[src/rtl/pidf_pkg.sv]
// pidf_pkg: widths, register indexes and shared types of the positional PID core.
// No dependencies; every rtl file imports it.
package pidf_pkg;

  localparam int SAMPLE_W   = 16;               // target / measured width
  localparam int GAIN_W     = 16;               // signed gain width
  localparam int GAIN_FRAC  = 8;                // fraction bits of the gains
  localparam int RATIO_W    = 9;                // smoothing ratio width
  localparam int RATIO_FRAC = 8;                // fraction bits of the ratio
  localparam int DB_W       = 16;               // dead band width
  localparam int LIMIT_W    = 31;               // saturation bound width
  localparam int DRIVE_W    = 32;               // output width
  localparam int CFG_DATA_W = 32;
  localparam int REG_IDX_W  = 3;

  localparam int ERR_W   = SAMPLE_W + 1;        // raw and filtered error
  localparam int DIFF_W  = ERR_W + 1;           // error difference, lane operand
  localparam int PROD_W  = DIFF_W + GAIN_W;     // full lane product
  localparam int TERM_W  = PROD_W - GAIN_FRAC;  // product after the gain shift
  localparam int SUM_W   = ((TERM_W > DRIVE_W) ? TERM_W : DRIVE_W) + 2;

  // radix-4 Booth: one signed digit of the multiplier per cycle while run is set
  localparam int BOOTH_DIGITS = GAIN_W / 2;
  localparam int CNT_W        = $clog2(BOOTH_DIGITS);

  localparam int RATIO_ONE = 1 << RATIO_FRAC;   // unity weight, no filtering

  typedef enum logic [REG_IDX_W-1:0] {
    REG_GAIN_P         = 3'd0,
    REG_GAIN_I         = 3'd1,
    REG_GAIN_D         = 3'd2,
    REG_INTEGRAL_LIMIT = 3'd3,
    REG_OUTPUT_LIMIT   = 3'd4,
    REG_DEAD_BAND      = 3'd5,
    REG_SMOOTHING      = 3'd6
  } reg_idx_t;

  typedef struct packed {
    logic signed [GAIN_W-1:0] gain_p;
    logic signed [GAIN_W-1:0] gain_i;
    logic signed [GAIN_W-1:0] gain_d;
    logic [LIMIT_W-1:0]       integral_limit;
    logic [LIMIT_W-1:0]       output_limit;
    logic [DB_W-1:0]          dead_band;
    logic [RATIO_W-1:0]       ratio;            // already limited to RATIO_ONE
  } cfg_t;

  typedef struct packed {
    logic load;                                 // take new operands, clear product
    logic run;                                  // retire one multiplier digit
  } lane_ctrl_t;

endpackage

[src/rtl/pidf_cfg_regs.sv]
// pidf_cfg_regs: configuration register file of the PID core.
// Depends on pidf_pkg for register indexes and the cfg_t bundle.
module pidf_cfg_regs (
  input  logic                               clk,
  input  logic                               rst,
  input  logic                               cfg_valid,
  output logic                               cfg_ready,
  input  logic [pidf_pkg::REG_IDX_W-1:0]     cfg_index,
  input  logic [pidf_pkg::CFG_DATA_W-1:0]    cfg_data,
  output pidf_pkg::cfg_t                     cfg
);
  import pidf_pkg::*;

  logic signed [GAIN_W-1:0] gain_p;
  logic signed [GAIN_W-1:0] gain_i;
  logic signed [GAIN_W-1:0] gain_d;
  logic [LIMIT_W-1:0]       integral_limit;
  logic [LIMIT_W-1:0]       output_limit;
  logic [DB_W-1:0]          dead_band;
  logic [RATIO_W-1:0]       smoothing_ratio;

  assign cfg_ready = 1'b1;

  always_ff @(posedge clk) begin
    if (rst) begin
      gain_p          <= '0;
      gain_i          <= '0;
      gain_d          <= '0;
      integral_limit  <= '0;
      output_limit    <= '0;
      dead_band       <= '0;
      smoothing_ratio <= RATIO_W'(RATIO_ONE);
    end else if (cfg_valid) begin
      case (reg_idx_t'(cfg_index))
        REG_GAIN_P:         gain_p          <= cfg_data[GAIN_W-1:0];
        REG_GAIN_I:         gain_i          <= cfg_data[GAIN_W-1:0];
        REG_GAIN_D:         gain_d          <= cfg_data[GAIN_W-1:0];
        REG_INTEGRAL_LIMIT: integral_limit  <= cfg_data[LIMIT_W-1:0];
        REG_OUTPUT_LIMIT:   output_limit    <= cfg_data[LIMIT_W-1:0];
        REG_DEAD_BAND:      dead_band       <= cfg_data[DB_W-1:0];
        REG_SMOOTHING:      smoothing_ratio <= cfg_data[RATIO_W-1:0];
        default: ;
      endcase
    end
  end

  always_comb begin
    cfg.gain_p         = gain_p;
    cfg.gain_i         = gain_i;
    cfg.gain_d         = gain_d;
    cfg.integral_limit = integral_limit;
    cfg.output_limit   = output_limit;
    cfg.dead_band      = dead_band;
    // weights above unity mean no filtering
    cfg.ratio = (smoothing_ratio > RATIO_W'(RATIO_ONE)) ? RATIO_W'(RATIO_ONE)
                                                        : smoothing_ratio;
  end

endmodule

[src/rtl/pidf_booth_lane.sv]
// pidf_booth_lane: digit-serial signed multiplier, one radix-4 Booth digit per cycle while ctrl.run is set.
// Depends on pidf_pkg for operand widths and the lane control struct.
module pidf_booth_lane (
  input  logic                                clk,
  input  pidf_pkg::lane_ctrl_t                ctrl,
  input  logic signed [pidf_pkg::DIFF_W-1:0]  mcand,
  input  logic signed [pidf_pkg::GAIN_W-1:0]  mplier,
  output logic signed [pidf_pkg::PROD_W-1:0]  product
);
  import pidf_pkg::*;

  logic signed [PROD_W-1:0] mc;       // multiplicand, moves up one digit a cycle while running
  logic [GAIN_W:0]          mp;       // multiplier with the Booth guard bit
  logic signed [PROD_W-1:0] acc;
  logic signed [PROD_W-1:0] pp;

  always_comb begin
    case (mp[2:0])
      3'b001, 3'b010: pp = mc;
      3'b011:         pp = mc <<< 1;
      3'b100:         pp = -(mc <<< 1);
      3'b101, 3'b110: pp = -mc;
      default:        pp = '0;
    endcase
  end

  always_ff @(posedge clk) begin
    if (ctrl.load) begin
      mc  <= PROD_W'(mcand);
      mp  <= {mplier, 1'b0};
      acc <= '0;
    end else if (ctrl.run) begin
      acc <= acc + pp;
      mc  <= mc <<< 2;
      mp  <= {{2{mp[GAIN_W]}}, mp[GAIN_W:2]};
    end
  end

  assign product = acc;

endmodule

[src/rtl/positional_pid_deadzone_lpf_core.sv]
// positional_pid_deadzone_lpf_core: positional PID with error dead band and low-pass filter.
// Depends on pidf_pkg, pidf_cfg_regs and pidf_booth_lane.
//
//  channel  signals                                    direction
//  cfg      cfg_valid cfg_ready cfg_index cfg_data     write into the register file
//  in       in_valid in_ready action target measured   one step or clear request
//  out      out_valid out_ready drive                  one result per request
//
// A control step runs from acceptance to the next acceptance through the dead band
// state, two 8-digit passes through the radix-4 Booth lanes (filter, then P/I/D
// in parallel) with a load state between them, and then accumulation, saturation
// and the return to idle. A clear goes straight to the output state.
// Reset clears the error history, the integrator and the registers (ratio to unity).
// A stalled output holds the finished drive; the next request waits behind it only
// when a new result is ready to be written.
module positional_pid_deadzone_lpf_core (
  input  logic                                  clk,
  input  logic                                  rst,
  input  logic                                  cfg_valid,
  output logic                                  cfg_ready,
  input  logic [pidf_pkg::REG_IDX_W-1:0]        cfg_index,
  input  logic [pidf_pkg::CFG_DATA_W-1:0]       cfg_data,
  input  logic                                  in_valid,
  output logic                                  in_ready,
  input  logic                                  action,
  input  logic signed [pidf_pkg::SAMPLE_W-1:0]  target,
  input  logic signed [pidf_pkg::SAMPLE_W-1:0]  measured,
  output logic                                  out_valid,
  input  logic                                  out_ready,
  output logic signed [pidf_pkg::DRIVE_W-1:0]   drive
);
  import pidf_pkg::*;

  typedef enum logic [2:0] {
    S_IDLE, S_ERR, S_FILT, S_PREP, S_GAIN, S_INTEG, S_OUT
  } state_t;

  state_t                    state;
  logic [CNT_W-1:0]          dig_cnt;
  logic signed [ERR_W-1:0]   raw;
  logic signed [ERR_W-1:0]   prev_error;
  logic signed [DRIVE_W-1:0] integ;
  logic signed [SUM_W-1:0]   pd;

  cfg_t                      cfg;
  lane_ctrl_t                ctrl0;
  lane_ctrl_t                ctrl12;
  logic signed [DIFF_W-1:0]  mcand0;
  logic signed [GAIN_W-1:0]  mplier0;
  logic signed [PROD_W-1:0]  prod0;
  logic signed [PROD_W-1:0]  prod1;
  logic signed [PROD_W-1:0]  prod2;

  logic [ERR_W-1:0]          mag;
  logic signed [ERR_W-1:0]   err;
  logic signed [DIFF_W-1:0]  err_diff;
  logic signed [DIFF_W-1:0]  filt_step;
  logic signed [DIFF_W-1:0]  filt_wide;
  logic signed [ERR_W-1:0]   filt;
  logic signed [TERM_W-1:0]  term_p;
  logic signed [TERM_W-1:0]  term_i;
  logic signed [TERM_W-1:0]  term_d;
  logic signed [SUM_W-1:0]   pd_next;
  logic signed [DRIVE_W-1:0] integ_next;
  logic signed [DRIVE_W-1:0] drive_next;
  logic                      last_digit;

  function automatic logic signed [DRIVE_W-1:0] sat_sym(
    input logic signed [SUM_W-1:0] x,
    input logic [LIMIT_W-1:0]      lim
  );
    logic signed [SUM_W-1:0] hi;
    hi = $signed(SUM_W'(lim));
    if (x > hi)
      return DRIVE_W'(hi);
    else if (x < -hi)
      return DRIVE_W'(-hi);
    else
      return DRIVE_W'(x);
  endfunction

  pidf_cfg_regs u_cfg (
    .clk       (clk),
    .rst       (rst),
    .cfg_valid (cfg_valid),
    .cfg_ready (cfg_ready),
    .cfg_index (cfg_index),
    .cfg_data  (cfg_data),
    .cfg       (cfg)
  );

  // dead band, then the filter operand e - prev
  always_comb begin
    mag      = raw[ERR_W-1] ? ERR_W'(-raw) : ERR_W'(raw);
    err      = (mag < ERR_W'(cfg.dead_band)) ? '0 : raw;
    err_diff = DIFF_W'(err) - DIFF_W'(prev_error);
  end

  // floor((e*r + prev*(1-r)) >> 8) equals prev + floor((e - prev)*r >> 8);
  // the shifted product is also the D operand filt - prev
  always_comb begin
    filt_step = prod0[RATIO_FRAC +: DIFF_W];
    filt_wide = DIFF_W'(prev_error) + filt_step;
    filt      = filt_wide[ERR_W-1:0];
  end

  always_comb begin
    ctrl0.load  = (state == S_ERR) || (state == S_PREP);
    ctrl0.run   = (state == S_FILT) || (state == S_GAIN);
    ctrl12.load = (state == S_PREP);
    ctrl12.run  = (state == S_GAIN);
    mcand0      = (state == S_ERR) ? err_diff : DIFF_W'(filt);
    mplier0     = (state == S_ERR) ? GAIN_W'(cfg.ratio) : cfg.gain_p;
  end

  // lane 0 runs the filter, then the P term; lanes 1 and 2 run I and D
  pidf_booth_lane u_lane_p (
    .clk     (clk),
    .ctrl    (ctrl0),
    .mcand   (mcand0),
    .mplier  (mplier0),
    .product (prod0)
  );

  pidf_booth_lane u_lane_i (
    .clk     (clk),
    .ctrl    (ctrl12),
    .mcand   (DIFF_W'(filt)),
    .mplier  (cfg.gain_i),
    .product (prod1)
  );

  pidf_booth_lane u_lane_d (
    .clk     (clk),
    .ctrl    (ctrl12),
    .mcand   (filt_step),
    .mplier  (cfg.gain_d),
    .product (prod2)
  );

  always_comb begin
    term_p     = prod0[PROD_W-1:GAIN_FRAC];
    term_i     = prod1[PROD_W-1:GAIN_FRAC];
    term_d     = prod2[PROD_W-1:GAIN_FRAC];
    pd_next    = SUM_W'(term_p) + SUM_W'(term_d);
    integ_next = sat_sym(SUM_W'(integ) + SUM_W'(term_i), cfg.integral_limit);
    drive_next = sat_sym(pd + SUM_W'(integ), cfg.output_limit);
    last_digit = (dig_cnt == CNT_W'(BOOTH_DIGITS - 1));
  end

  assign in_ready = (state == S_IDLE);

  always_ff @(posedge clk) begin
    if (rst) begin
      state      <= S_IDLE;
      dig_cnt    <= '0;
      out_valid  <= 1'b0;
      prev_error <= '0;
      integ      <= '0;
    end else begin
      // in S_OUT the state branch owns out_valid
      if (out_valid && out_ready && (state != S_OUT))
        out_valid <= 1'b0;
      case (state)
        S_IDLE: begin
          if (in_valid) begin
            if (action) begin
              // clear history; the zero sums saturate to a zero drive
              prev_error <= '0;
              integ      <= '0;
              pd         <= '0;
              state      <= S_OUT;
            end else begin
              raw   <= ERR_W'(target) - ERR_W'(measured);
              state <= S_ERR;
            end
          end
        end
        S_ERR: begin
          dig_cnt <= '0;
          state   <= S_FILT;
        end
        S_FILT: begin
          dig_cnt <= last_digit ? '0 : dig_cnt + 1'b1;
          if (last_digit)
            state <= S_PREP;
        end
        S_PREP: begin
          prev_error <= filt;
          state      <= S_GAIN;
        end
        S_GAIN: begin
          dig_cnt <= last_digit ? '0 : dig_cnt + 1'b1;
          if (last_digit)
            state <= S_INTEG;
        end
        S_INTEG: begin
          integ <= integ_next;
          pd    <= pd_next;
          state <= S_OUT;
        end
        S_OUT: begin
          // hold until the output register is free
          if (!out_valid || out_ready) begin
            out_valid <= 1'b1;
            drive     <= drive_next;
            state     <= S_IDLE;
          end
        end
        default: state <= S_IDLE;
      endcase
    end
  end

  a_drive_bounded: assert property (@(posedge clk) disable iff (rst)
    out_valid |-> ((drive <= $signed({1'b0, cfg.output_limit}))
                && (drive >= -$signed({1'b0, cfg.output_limit}))))
    else $error("drive outside the output limit");

  a_clear_history: assert property (@(posedge clk) disable iff (rst)
    (in_valid && in_ready && action) |=> ((prev_error == '0) && (integ == '0)))
    else $error("clear request left history behind");

  a_digit_idle: assert property (@(posedge clk) disable iff (rst)
    (state == S_IDLE) |-> (dig_cnt == '0))
    else $error("digit counter not at rest between requests");

endmodule

[config.mk]
export PLATFORM = sky130hd
export DESIGN_NAME = positional_pid_deadzone_lpf_core
export DESIGN_NICKNAME = d
export VERILOG_FILES = /design/src/rtl/pidf_pkg.sv /design/src/rtl/pidf_cfg_regs.sv /design/src/rtl/pidf_booth_lane.sv /design/src/rtl/positional_pid_deadzone_lpf_core.sv
export SDC_FILE = /design/constraint.sdc
export NUM_CORES = 2
export LEC_CHECK = 0
export BUFFER_PORTS_ARGS = -buffer_cell sky130_fd_sc_hd__buf_2
export CORE_MARGIN = 2
export CORE_UTILIZATION = 65
export DETAILED_ROUTE_END_ITERATION = 10
export PLACE_DENSITY = 0.85
export SLEW_MARGIN = 20
export SYNTH_ARGS = -nofsm -noshare
export SYNTH_HDL_FRONTEND = slang
export SYNTH_HIERARCHICAL = 1
export SYNTH_SLANG_ARGS = --single-unit
export TNS_END_PERCENT = 100
[constraint.sdc]
create_clock -name clk -period 13.9 [get_ports clk]
set_input_delay 0.695 -clock clk [delete_from_list [all_inputs] [get_ports clk]]
set_output_delay 0.695 -clock clk [all_outputs]
set_load 0.02 [all_outputs]
**Yosys cells after proc, flatten, opt, wreduce, memory -nomap -nowiden**

Cells that the tools add are included.

- $add $sub $neg: 19
- Magnitude comparators: 6
- Eq/ne operators: 37
- Reduce and logical (&&, ||, !) cells: 33
- Bitwise gates (word level): 2
- Multiplexer cells: 44

Operators with widths:

| cell | number |
|---|---|
| $pmux W34 S4 | 3 |
| $mux W34 | 8 |
| $neg A34 Y34 | 6 |
| $mux W32 | 5 |
| $mux W17 | 7 |
| $add A34 B34 Y34 | 3 |
| $neg A31 Y34 | 2 |
| $pmux W34 S2 | 1 |
| $mux W16 | 4 |
| $pmux W32 S2 | 1 |
| $eq A3 B3 Y1 const B | 16 |
| $add A34 B32 Y34 | 1 |
| $gt A34 B32 Y1 | 1 |
| $lt A33 B34 Y1 | 1 |
| $lt A34 B34 Y1 | 1 |
| $pmux W17 S2 | 1 |
| $add A32 B26 Y33 | 1 |
| $gt A33 B32 Y1 | 1 |
| $mux W31 | 1 |
| $eq A3 B2 Y1 const B | 10 |
| $add A26 B26 Y27 | 1 |
| $pmux W3 S7 | 1 |
| $mux W18 | 1 |
| $mux W3 | 6 |
| 24 further kinds | 58 |

- Bits in registers: 529
- Output and inout port bits: 35
- Word-level logic and storage cells: 172
- Input port bits: 73

**Longest topological paths before layout**

- Depth after elaboration: 7
- Mapped depth: 29
- Depth with buffers taken out: 27

**By module**

Netlist, hierarchy kept.

By module, submodules not included:

| module | instances | cells each | seq. area each (µm²) | area each (µm²) |
|---|---|---|---|---|
| positional_pid_deadzone_lpf_core | 1 | 2,299 | 3,403.3 | 18,052.3 |
| pidf_booth_lane at u_lane_p | 1 | 807 | 2,202.1 | 6,929.1 |
| pidf_booth_lane at u_lane_i | 1 | 803 | 2,202.1 | 6,874.1 |
| pidf_booth_lane at u_lane_d | 1 | 783 | 2,202.1 | 6,731.5 |
| pidf_cfg_regs | 1 | 492 | 2,702.6 | 5,416.4 |

**Worst setup path after synthesis**

OpenSTA, ideal clock, no wires.

- Path type: register -> register
- From: register raw[2]
- To: register u_lane_p.mc[15], data pin
- Library setup time: 0.260 ns
- Arrival: 5.859 ns
- Required time: 13.640 ns
- Slack: 7.781 ns
- Clock period less this slack: 6.119 ns
- Stages on the path, launching flop included: 24
- Path buffers: 1
- Cells stage by stage: edfxtp_1 -> or4_1 -> or2_2 -> or3_1 -> or2_2 -> o21ai_0 -> xnor2_1 -> ha_1 -> nor2b_1 -> nor3_1 -> nor2b_1 -> clkbuf_1 -> a21oi_1 -> ha_1 -> nor2b_1 -> o21a_1 -> o21ai_0 -> a211oi_1 -> o31ai_1 -> o2111ai_1 -> a21oi_1 -> xnor2_1 -> mux2_2 -> mux2_2

- Word-level cells in the longest chain between the ends: 7

RTL lines:

| what | RTL line | source |
|---|---|---|
| start: declaration | positional_pid_deadzone_lpf_core.sv:40 | `logic signed [ERR_W-1:0] raw;` |
| start signal: assignment | positional_pid_deadzone_lpf_core.sv:174 | `raw <= ERR_W'(target) - ERR_W'(measured);` |
| $neg A17 Y17 | positional_pid_deadzone_lpf_core.sv:94 | `mag = raw[ERR_W-1] ? ERR_W'(-raw) : ERR_W'(raw);` |
| $mux W17 | positional_pid_deadzone_lpf_core.sv:94 |  |
| $lt A17 B16 Y1 | positional_pid_deadzone_lpf_core.sv:95 | `err = (mag < ERR_W'(cfg.dead_band)) ? '0 : raw;` |
| $mux W17 (*) | positional_pid_deadzone_lpf_core.sv:95 |  |
| $sub A17 B17 Y18 (*) | positional_pid_deadzone_lpf_core.sv:96 | `err_diff = DIFF_W'(err) - DIFF_W'(prev_error);` |
| $mux W18 (*) | positional_pid_deadzone_lpf_core.sv:112 | `mcand0 = (state == S_ERR) ? err_diff : DIFF_W'(filt);` |
| via mcand0[15] | positional_pid_deadzone_lpf_core.sv:48 | `logic signed [DIFF_W-1:0] mcand0;` |
| $mux W34 (*) | pidf_booth_lane.sv:28 | `if (ctrl.load) begin` |
| end signal: assignment | pidf_booth_lane.sv:29 | `mc <= PROD_W'(mcand);` |
| end signal: assignment | pidf_booth_lane.sv:34 | `mc <= mc <<< 2;` |
| end: declaration | pidf_booth_lane.sv:12 | `logic signed [PROD_W-1:0] mc;` |

The timed path passes the listed nets; every way through them passes the cells marked *.
A chain may end at the register's enable or synchronous reset.

**Worst setup path in the final report**

- From: register raw[0]
- To: register u_lane_p.mc[17], data pin

The elaborated chain is that of the path after synthesis.

==> reports/results.txt <==
Starting Density - 0.6564
total routed wirelength - 126400 um
Worst Hold End - u_cfg/smoothing_ratio[8]
Vias/cell - 6.587
most frequent cells in the layout - nand2_1 (451), ha_1 (389), nor2_1 (370)
Area contributors post-synth - edfxtp_1 (15%), dfxtp_1 (13%), ha_1 (11%), xnor2_1 (5.8%), mux2i_1 (5.6%)
ys async rst share - 0
final net count - 5611
R2R setup slack - 6520 ps
postcts setup bufs - 0
pin count of the biggest net entering global routing - 115
Post-Route Utilization - 0.7022
Placed Area - 0.04490 sq mm
total net switching power - 5.412 mW
Clock Sinks - 522
crit-path max cell delay - 650 ps
GRT overflow - 0
LEAKAGE - 19.79 nW
Final GP Congestion - 0.9688
XOR/XNOR Fraction of Synth Area - 0.07763
multiplexer share of the synthesized area - 0.07174
Syn Nets - 5655
GRT Util Overall - 0.3487
H-Tree Depth - 2
Post-Layout Inst Area - 0.04707 sq mm
Tmin final - 7378 ps
Die W - 264.2 um
top_reg_cell synth - dfxtp_1
die height - 264.2 um
Peak Freq - 135.5 MHz
Arr. time, crit path - 7880 ps
adder-cell share of the synthesized area - 0.1147
TritonRoute pass-1 iters - 9
Die ar. - 0.06979 sq mm
FF-to-FF path depth - 25
WP data required - 14400 ps
# hold bufs at CTS - 0
Synth Register Bits - 522
Setup TNS Final - 0 ps
clock power share - 0.154
reg2reg start - raw[0]
Avg WL per Cell - 20.84 um
internal power - 5.935 mW
largest family of logic cells by synthesized area - compound AO/OA/AOI/OAI gates
register area share after synthesis - 0.2889
Slowest cell on crit path - nor2b_1
Ant. Diodes - 0
hold path depth - 3
fraction of the mapped netlist area in simple logic gates - 0.1913
combinational power share - 0.613
HP Start - cfg_data[8]
root buffer cell - clkbuf_16
mapped cell area - 0.04400 sq mm
critical path peak fanout - 17
row cnt - 95
fin crit share - 0.5308
post-DP HPWL - 91030 um
EDFF count, synth - 226
layout cells sized above 1 - 0.08033
P per Cell Area - 241.1 mW/mm^2
Post-route DRC - 0
top cell type by total area after synthesis - edfxtp_1
Core Area - 0.06704 sq mm
first-pass GRT wire length - 198200 um
Clk Latency, worst-skew pair - 680 ps
Worst-Margin Slew - 1111 ps
vias in the first global route - 37.68k
number of antenna-violating nets in the routed design - 0
number of max-cap violations - 0
Setup Skew - 34.65 ps
deepest clock path buffer count - 3
Slew Limit Fails - 0
DRC violation total after the first TritonRoute iteration - 4546
DR vias - 39.94k
Yosys top cell area share - 0.1542
CTS tree - built
Syn Inst Count - 5184
Sw Share - 0.4770
warnings from Yosys - 6
Critical Path Source - raw[0]
CP Capture Type - flop
I/O Pins - 108
final hold vios - 0
RSZ-0062 raised after global routing - no
Max-slew headroom - 0.2537
Startpoint Class - flop
CTS Buf Count - 59
Final setup violation count - 0
Max VDD drop - 340.2 uV
status - finished, final reports clean
Synth Area in Compound Gates - 0.2051
Area growth syn-to-layout - 6.975%
worst min-delay path class - input port to flop
worst reg2reg endpoint - u_lane_p/mc[17]
Clk pin slew, worst setup/hold paths - 70 ps
critical path type - flop to flop
sequential power share - 0.233
port buffer count - 105
syn avg cell area - 8.488 sq um
Resize count post-CTS - 0
Netlist cell types - 115
initial antenna violation count - 1
commonest non-fill, non-tap cell in the layout - nand2_1
## state kept, by name (all words and copies together), names as in the netlist, 27 cells and up
signal,flops
u_lane_d/mc,34
u_lane_d/product,34
u_lane_i/mc,34
u_lane_i/product,34
u_lane_p/mc,34
u_lane_p/product,34
drive,32
integ,32
u_cfg/integral_limit,31
u_cfg/output_limit,31
pd,27
## area by class of cell
cell class	count	area (sq um)
Clock inverter	38	549.3
Multi-Input combinational cell	4119	29130
Inverter	284	1069
Tap cell	873	1092
Fill cell	5215	19970
Timing Repair Buffer	154	899.6
Clock buffer	74	1614
Sequential cell	522	12710
## critical path, delay by kind of cell (launching register included)
family	cells	cell delay [ps]
buf+inv	1	130
simple gates	10	3250
compound gates	11	2700
flops	1	450
xor+xnor	1	150
fa+ha+maj	2	550
## metal layers
metal	GRT usage	up-vias	share of wire	routed length (um)
met5	0	-	0	0
met3	0.04856	452	0.085	10730
met4	0.1987	0	0.062	7798
met2	0.5701	1996	0.46	57750
li1	-	18850	-	-
met1	0.4430	18650	0.40	50120
## per-stage QoR
step           setup slack (ps)  instances  hold slack, ps  power [mW]
3_5_place_dp               6676       5951           463.5       9.380
4_1_cts                    6630       6063           328.8       11.17
2_1_floorplan              7781       5184           439.8       7.815
6_report                   6522       6064           343.7       11.35
3_3_place_gp               6825       5951           457.5       9.175
5_1_grt                    5839       6064           351.6       12.11
## cell usage after synthesis (37+ instances only)
cell,number
nand2_1,451
nand4_1,51
nand2b_1,219
a22oi_1,48
mux2_2,59
inv_1,277
dfxtp_1,296
nor3_1,117
a21o_1,108
a211oi_1,50
xor2_1,97
nor2_1,373
nand3_1,107
nor2b_1,49
and3_1,39
a31oi_1,53
a21oi_1,336
ha_1,389
a22o_1,51
mux2i_1,246
o21ai_0,306
xnor2_1,293
a221oi_1,69
o22ai_1,37
and2_1,46
or3_1,39
clkbuf_1,193
edfxtp_1,226
## how the worst max path moves through the flow
stage / end / slack (ps) / cells past startpoint
floorplan: u_lane_p/mc[15] / 7780 / 23
global placement: u_lane_p/mc[22] / 6830 / 23
detailed placement: u_lane_p/mc[29] / 6680 / 25
CTS: u_lane_p/mc[17] / 6630 / 25
global route: u_lane_p/mc[17] / 5840 / 25
finish: u_lane_p/mc[17] / 6520 / 25
## power groups by stage
stage,sequential (mW),clock [mW],combinational (mW)
2_1_floorplan,2.38,0,5.44
3_3_place_gp,2.63,0,6.55
3_5_place_dp,2.65,0,6.73
4_1_cts,2.62,1.75,6.80
5_1_grt,2.68,1.81,7.62
6_report,2.64,1.74,6.96
## cells by family after synthesis
kind of cell,after synthesis
flops,522
xor+xnor,390
mux,307
buf+inv,543
other cells,1
fa+ha+maj,398
compound gates,1362
simple gates,1661
(Power assumes the default switching activity.)
